`config.mk`:
```
export PLATFORM = sky130hd
export DESIGN_NAME = pcorr_ctrl
export DESIGN_NICKNAME = d
export VERILOG_FILES = /design/src/pcorr_pkg.sv /design/src/pcorr_ctrl.sv
export SDC_FILE = /design/constraint.sdc
export NUM_CORES = 1
export LEC_CHECK = 0
export BUFFER_PORTS_ARGS = -buffer_cell sky130_fd_sc_hd__buf_4
export CORE_ASPECT_RATIO = 1.4
export CORE_MARGIN = 2
export CORE_UTILIZATION = 40
export DETAILED_ROUTE_END_ITERATION = 7
export PLACE_DENSITY = 0.69
export SYNTH_ARGS = -nofsm -noshare
export SYNTH_HDL_FRONTEND = slang
export SYNTH_SLANG_ARGS = --single-unit
```
`constraint.sdc`:
```
create_clock -name clk -period 1.9 [get_ports clk]
set_input_delay 0.38 -clock clk [delete_from_list [all_inputs] [get_ports clk]]
set_output_delay 0.38 -clock clk [all_outputs]
set_load 0.02 [all_outputs]
```
`src/pcorr_pkg.sv`:
```
// Package for the Pearson correlation unit: widths, defaults and shared command types.
// No dependencies.
`timescale 1ns / 1ps
`default_nettype none
package pcorr_pkg;
    localparam int MAX_PAIRS_LOG2_DEF = 16;
    localparam int SAMPLE_BITS_DEF    = 16;
    localparam int COEF_BITS          = 16;
    localparam int COUNT_BITS         = 17;
    localparam int KBITS              = 15;
    localparam int VBITS              = 64;
    localparam int PBITS              = 128;
    localparam int QBITS              = 192;
    localparam int ACC_BITS           = 48;

    typedef enum logic [3:0] {
        OP_NONE,
        OP_VX_A,
        OP_VX_B,
        OP_VY_A,
        OP_VY_B,
        OP_CU_A,
        OP_CU_B,
        OP_PROD,
        OP_RHS,
        OP_TRY,
        OP_TRY_CMP
    } op_t;

    typedef struct packed {
        logic accum;
        logic clear;
        logic start;
        op_t  op;
        logic [KBITS-1:0] trial;
    } dp_cmd_t;

    typedef struct packed {
        logic zero_var;
        logic trial_ok;
        logic busy;
    } dp_stat_t;
endpackage
`default_nettype wire

```
`src/pcorr_ctrl.sv`:
```
// Controller of the Pearson correlation unit: sequences accumulation, the variance
// terms and the bitwise root search; holds the output register. Depends on pcorr_pkg.
`timescale 1ns / 1ps
`default_nettype none
module pcorr_ctrl #(
    parameter int MAX_PAIRS_LOG2 = pcorr_pkg::MAX_PAIRS_LOG2_DEF
) (
    input  wire logic                       clk,
    input  wire logic                       rst_n,
    input  wire logic                       in_valid,
    output logic                            in_ready,
    input  wire logic                       last_sample,
    output logic                            out_valid,
    input  wire logic                       out_ready,
    output logic signed [15:0]              coefficient,
    output logic                            undefined,
    output logic [16:0]                     pair_count,
    output pcorr_pkg::dp_cmd_t              cmd,
    input  wire pcorr_pkg::dp_stat_t        stat,
    input  wire logic [MAX_PAIRS_LOG2:0]    count_reg,
    input  wire logic                       neg_reg,
    input  wire logic [pcorr_pkg::KBITS-1:0] kmax
);
    localparam int KB = pcorr_pkg::KBITS;
    typedef enum logic [3:0] {
        S_ACC, S_VX_A, S_VX_B, S_VY_A, S_VY_B, S_CU_A, S_CU_B, S_CHK,
        S_PROD, S_RHS, S_TRY, S_CMP, S_DONE, S_OUT
    } state_t;

    state_t state_reg;
    logic [KB-1:0] bit_reg, trial;
    logic set_end;
    logic issued_reg;
    logic op_done;
    logic [MAX_PAIRS_LOG2:0] full;

    assign full = {1'b1, {MAX_PAIRS_LOG2{1'b0}}};
    assign trial = kmax | bit_reg;
    assign in_ready = (state_reg == S_ACC);
    assign set_end = last_sample || (count_reg == full - 1'b1);
    assign op_done = issued_reg && !stat.busy;

    always_comb
    begin
        cmd.accum = in_valid && in_ready;
        cmd.clear = 1'b0;
        cmd.start = 1'b0;
        cmd.trial = trial;
        case (state_reg)
            S_VX_A: cmd.op = pcorr_pkg::OP_VX_A;
            S_VX_B: cmd.op = pcorr_pkg::OP_VX_B;
            S_VY_A: cmd.op = pcorr_pkg::OP_VY_A;
            S_VY_B: cmd.op = pcorr_pkg::OP_VY_B;
            S_CU_A: cmd.op = pcorr_pkg::OP_CU_A;
            S_CU_B: cmd.op = pcorr_pkg::OP_CU_B;
            S_PROD: cmd.op = pcorr_pkg::OP_PROD;
            S_RHS:  cmd.op = pcorr_pkg::OP_RHS;
            S_TRY:  cmd.op = pcorr_pkg::OP_TRY;
            S_CMP:  cmd.op = pcorr_pkg::OP_TRY_CMP;
            default: cmd.op = pcorr_pkg::OP_NONE;
        endcase
        if (state_reg inside {S_VX_A, S_VX_B, S_VY_A, S_VY_B, S_CU_A, S_CU_B,
                              S_PROD, S_RHS, S_TRY})
        begin
            cmd.start = !issued_reg;
        end
        if (state_reg == S_CHK && stat.zero_var)
        begin
            cmd.clear = 1'b1;
        end
        if (state_reg == S_DONE)
        begin
            cmd.clear = 1'b1;
        end
    end

    always_ff @(posedge clk or negedge rst_n)
    begin
        if (!rst_n)
        begin
            state_reg   <= S_ACC;
            issued_reg  <= 1'b0;
            out_valid   <= 1'b0;
            bit_reg     <= '0;
            coefficient <= '0;
            undefined   <= 1'b0;
            pair_count  <= '0;
        end
        else
        begin
            if (cmd.start)
            begin
                issued_reg <= 1'b1;
            end
            else if (op_done)
            begin
                issued_reg <= 1'b0;
            end
            case (state_reg)
                S_ACC:
                begin
                    if (in_valid && set_end)
                    begin
                        state_reg <= S_VX_A;
                    end
                end
                S_VX_A: if (op_done) state_reg <= S_VX_B;
                S_VX_B: if (op_done) state_reg <= S_VY_A;
                S_VY_A: if (op_done) state_reg <= S_VY_B;
                S_VY_B: if (op_done) state_reg <= S_CU_A;
                S_CU_A: if (op_done) state_reg <= S_CU_B;
                S_CU_B: if (op_done) state_reg <= S_CHK;
                S_CHK:
                begin
                    pair_count <= 17'(count_reg);
                    if (stat.zero_var)
                    begin
                        coefficient <= '0;
                        undefined   <= 1'b1;
                        out_valid   <= 1'b1;
                        state_reg   <= S_OUT;
                    end
                    else
                    begin
                        state_reg <= S_PROD;
                    end
                end
                S_PROD: if (op_done) state_reg <= S_RHS;
                S_RHS:
                begin
                    if (op_done)
                    begin
                        bit_reg   <= {1'b1, {(KB-1){1'b0}}};
                        state_reg <= S_TRY;
                    end
                end
                S_TRY:  if (op_done) state_reg <= S_CMP;
                S_CMP:
                begin
                    bit_reg <= bit_reg >> 1;
                    state_reg <= (bit_reg[0]) ? S_DONE : S_TRY;
                end
                S_DONE:
                begin
                    coefficient <= neg_reg ? (16'sd0 - 16'(kmax)) : 16'(kmax);
                    undefined   <= 1'b0;
                    out_valid   <= 1'b1;
                    state_reg   <= S_OUT;
                end
                S_OUT:
                begin
                    if (out_ready)
                    begin
                        out_valid <= 1'b0;
                        state_reg <= S_ACC;
                    end
                end
                default: state_reg <= S_ACC;
            endcase
        end
    end
endmodule
`default_nettype wire

```
==> impl_metrics.json <==
{
  "synthCells": 265,
  "die_x_um": 74.2,
  "slowest_delay_ns": 0.46,
  "coreArea_um2": 6660,
  "p_leak_nw": 2.03,
  "combPwrFrac_pct": 58.9,
  "met2_usage_pct": 33.8,
  "clk_latency_ns": 0.30,
  "dr.pass1.iters": 4,
  "rsz0062_at_grt": "yes",
  "end_kind": "output pin",
  "worstSetupPathType": "reg2out",
  "antenna_found_initial": 0,
  "synth-seq-area-share_pct": 49.8,
  "syn_to_final_growth_pct": 52.6,
  "synth_ff_type": "dfrtp_1",
  "setup_slack_ns": -0.113,
  "viasPerCell": 5.07,
  "synth_edf_count": 0,
  "synth_warnings": 0,
  "critPathSlowestCell": "dfrtp_2",
  "hp-class": "in2async",
  "fp-row-count": 35,
  "grt_max_degree": 56,
  "cts-root-buf": "clkbuf_8",
  "cpMostUsedCell": "buf_6",
  "arrival_ns": 1.63,
  "die_area_um2": 7590,
  "drive_gt1_share_pct": 52.5,
  "slew-limit-headroom_pct": 53.4,
  "start_util_pct": 41.5,
  "grt_first_pass_wirelength_um": 11500,
  "stdcell_area_um2": 4210,
  "tritoncts": "done",
  "ys_async_sr_fraction_pct": 100,
  "grtUsageMet3_pct": 2.37,
  "pin_count": 99,
  "grt_pass1_vias": 2393,
  "finalSetupViolations": 6,
  "min_period_ns": 2.01,
  "gp_congestion": 0.882,
  "power_density_nw_per_um2": 1460,
  "drv_slew": 0,
  "totalPowerFinal_mw": 6.13,
  "tightest_slew_ns": 0.699,
  "nNetsFinal": 449,
  "p_sw_share_pct": 38.6,
  "track_usage_pct": 19.5,
  "ant_nets": 0,
  "cts.path.max_buffers": 2,
  "path_max_fanout": 5,
  "fmax_ghz": 0.497,
  "ys_ff_latch": 55,
  "place_inst": 471,
  "first_iter_violations": 80,
  "use_met1_pct": 25.0,
  "crit_required_ns": 1.52,
  "grt-busiest-layer": "met2",
  "vias": 2513,
  "p_int_mw": 3.77,
  "seq_power_share_pct": 29.9,
  "wl_um": 7380,
  "diodes": 0,
  "num-fill-cells": 561,
  "cap_viol_max_count": 0,
  "drc": 0,
  "violations": "setup timing",
  "final_cells": 496,
  "status": "finished with violations",
  "syn_area_um2": 2760,
  "power_switching_mw": 2.37,
  "overflow": 0,
  "power.share.clock_pct": 11.2,
  "startpoint_type": "register",
  "hold_violations": 0,
  "fin_crit_sh_pct": 106,
  "dp_hpwl_um": 5270,
  "largest_register_ffs": 17,
  "clock-sinks": 55,
  "crit_chain": "buf_6 > ha_4 > nor3_4 > o21ai_2 > nand2_1 > nor2_2 > buf_6",
  "placed_area_um2": 3840,
  "portBuffers": 97,
  "finClkSkew_ns": 0.00751,
  "wl_per_cell_um": 14.9,
  "syn_nets": 311,
  "htree_levels": 2,
  "fp.dieH_um": 102,
  "cts_hold_buf": 0,
  "path_clk_slew_ns": 0.09,
  "synth_cell_type_count": 40,
  "numCtsBuffers": 5,
  "ir_drop_uv": 667,
  "postSynthAreaPerCell_um2": 10.4
}
==> final timing paths <==
| path | startpoint | end | slack (ns) | cells after the start |
|---|---|---|---|---|
| setup / recovery | state_reg[0] | cmd[19] | -0.11 | 7 |
| hold / removal | rst_n | pair_count[3] | 0.11 | 1 |
| setup reg to reg | state_reg[0] | state_reg[2] | -0.05 | 9 |
| hold reg to reg | coefficient[4] | coefficient[4] | 0.49 | 2 |
| max in group asynchronous | rst_n | state_reg[0] | 1.27 | 1 |
| min in group clk | stat[0] | issued_reg | 0.29 | 2 |
==> cell type report <==
| type | instances | area [µm²] | area share (%) |
|---|---|---|---|
| inverters | 6 | 27.5 | 0.653 |
| clock inverters | 1 | 8.76 | 0.208 |
| clock buffers | 7 | 86.3 | 2.05 |
| multi-input cells | 192 | 1450 | 34.4 |
| repair buffers | 143 | 1140 | 27.2 |
| flip-flops and latches | 55 | 1380 | 32.7 |
| well taps | 92 | 115 | 2.73 |
==> worst max-delay path, delay by kind of cell, from the launching register on <==
kind / cells / cell delay, ns
AND/OR/NAND/NOR: 3 / 0.36
flip-flops: 1 / 0.46
buffers and inverters: 2 / 0.25
adder cells (fa/ha/maj): 1 / 0.18
AO/OA/AOI/OAI: 1 / 0.08
==> per-layer routing <==
metal	part of all wire (%)	up-vias
met5	0	-
met4	1.9	0
met3	5.9	13
met2	50	100
met1	42	1184
li1	-	1216
==> power groups by stage <==
stage | logic [mW] | clock network [mW] | registers (mW)
after floorplan | 1.31 | 0 | 2.15
after global placement | 2.94 | 0 | 1.82
after detailed placement | 2.98 | 0 | 1.83
after CTS | 3.43 | 0.708 | 1.82
after global routing | 3.87 | 0.752 | 1.88
final | 3.61 | 0.687 | 1.83
==> stage by stage <==
stage / TNS, ns / setup WS (ns) / utilization [%] / hold WS (ns)
finish: -0.353 / -0.113 / 63.3 / 0.114
global route: -1.11 / -0.182 / 63.3 / 0.173
CTS: -0.433 / -0.122 / 62.0 / 0.142
detailed placement: -0.357 / -0.100 / 57.6 / 0.471
global placement: -0.190 / -0.0790 / 57.6 / 0.468
floorplan: -0.129 / -0.0524 / - / 0.0844
==> logic make-up after synthesis <==
family / count (synthesis) / share of synthesized area, %
and+or+nand+nor: 87 / 16.8
AOI/OAI and AO/OA: 65 / 15.8
DFF: 55 / 49.8
muxes: 21 / 8.47
buffers and inverters: 18 / 2.45
xor gates and xnor gates: 14 / 4.44
adders and majority gates: 5 / 2.27
==> cell usage after synthesis (2+ instances only) <==
cell / count / share of area (%)
inv_1: 6 / 0.82
or3_1: 2 / 0.45
nand2_1: 34 / 4.6
nor2_1: 5 / 0.68
or3_4: 2 / 0.82
nor3b_1: 2 / 0.54
ha_1: 5 / 2.3
o21ai_0: 23 / 4.2
nand3_1: 3 / 0.54
nand4_1: 4 / 0.91
o31ai_1: 5 / 1.4
nor2b_1: 6 / 1.4
o21ai_1: 3 / 0.54
a31oi_1: 4 / 0.91
a22o_1: 15 / 4.8
dfrtp_1: 55 / 50
clkbuf_1: 11 / 1.5
mux2i_1: 2 / 0.72
or2_2: 15 / 3.4
nand3b_1: 3 / 0.82
nor3_1: 5 / 0.91
xor2_1: 12 / 3.8
a21oi_1: 6 / 1.1
mux2_2: 19 / 7.7
xnor2_1: 2 / 0.63
nand2b_1: 2 / 0.45
==> placed cells by master, fill, tap and decap left out, drive strengths merged, types with 3 or more instances in the layout <==
cell / n
mux2: 19
nor2: 5
or2: 15
nand2: 34
inv: 6
a22o: 15
nand4: 4
xor2: 12
dfrtp: 55
a21oi: 6
nor2b: 6
o21ai: 26
o31ai: 5
or3: 4
nor3: 5
nand3: 3
ha: 5
clkbuf: 7
buf: 143
a31oi: 4
nand3b: 3
==> repair_timing <==
action	in CTS	in global routing
hold endpoints to repair	0	0
pin swaps	9	10
setup endpoints to repair	11	26
setup buffers	11	7
resized for setup	32	11
Power figures use the tool's default switching activity.
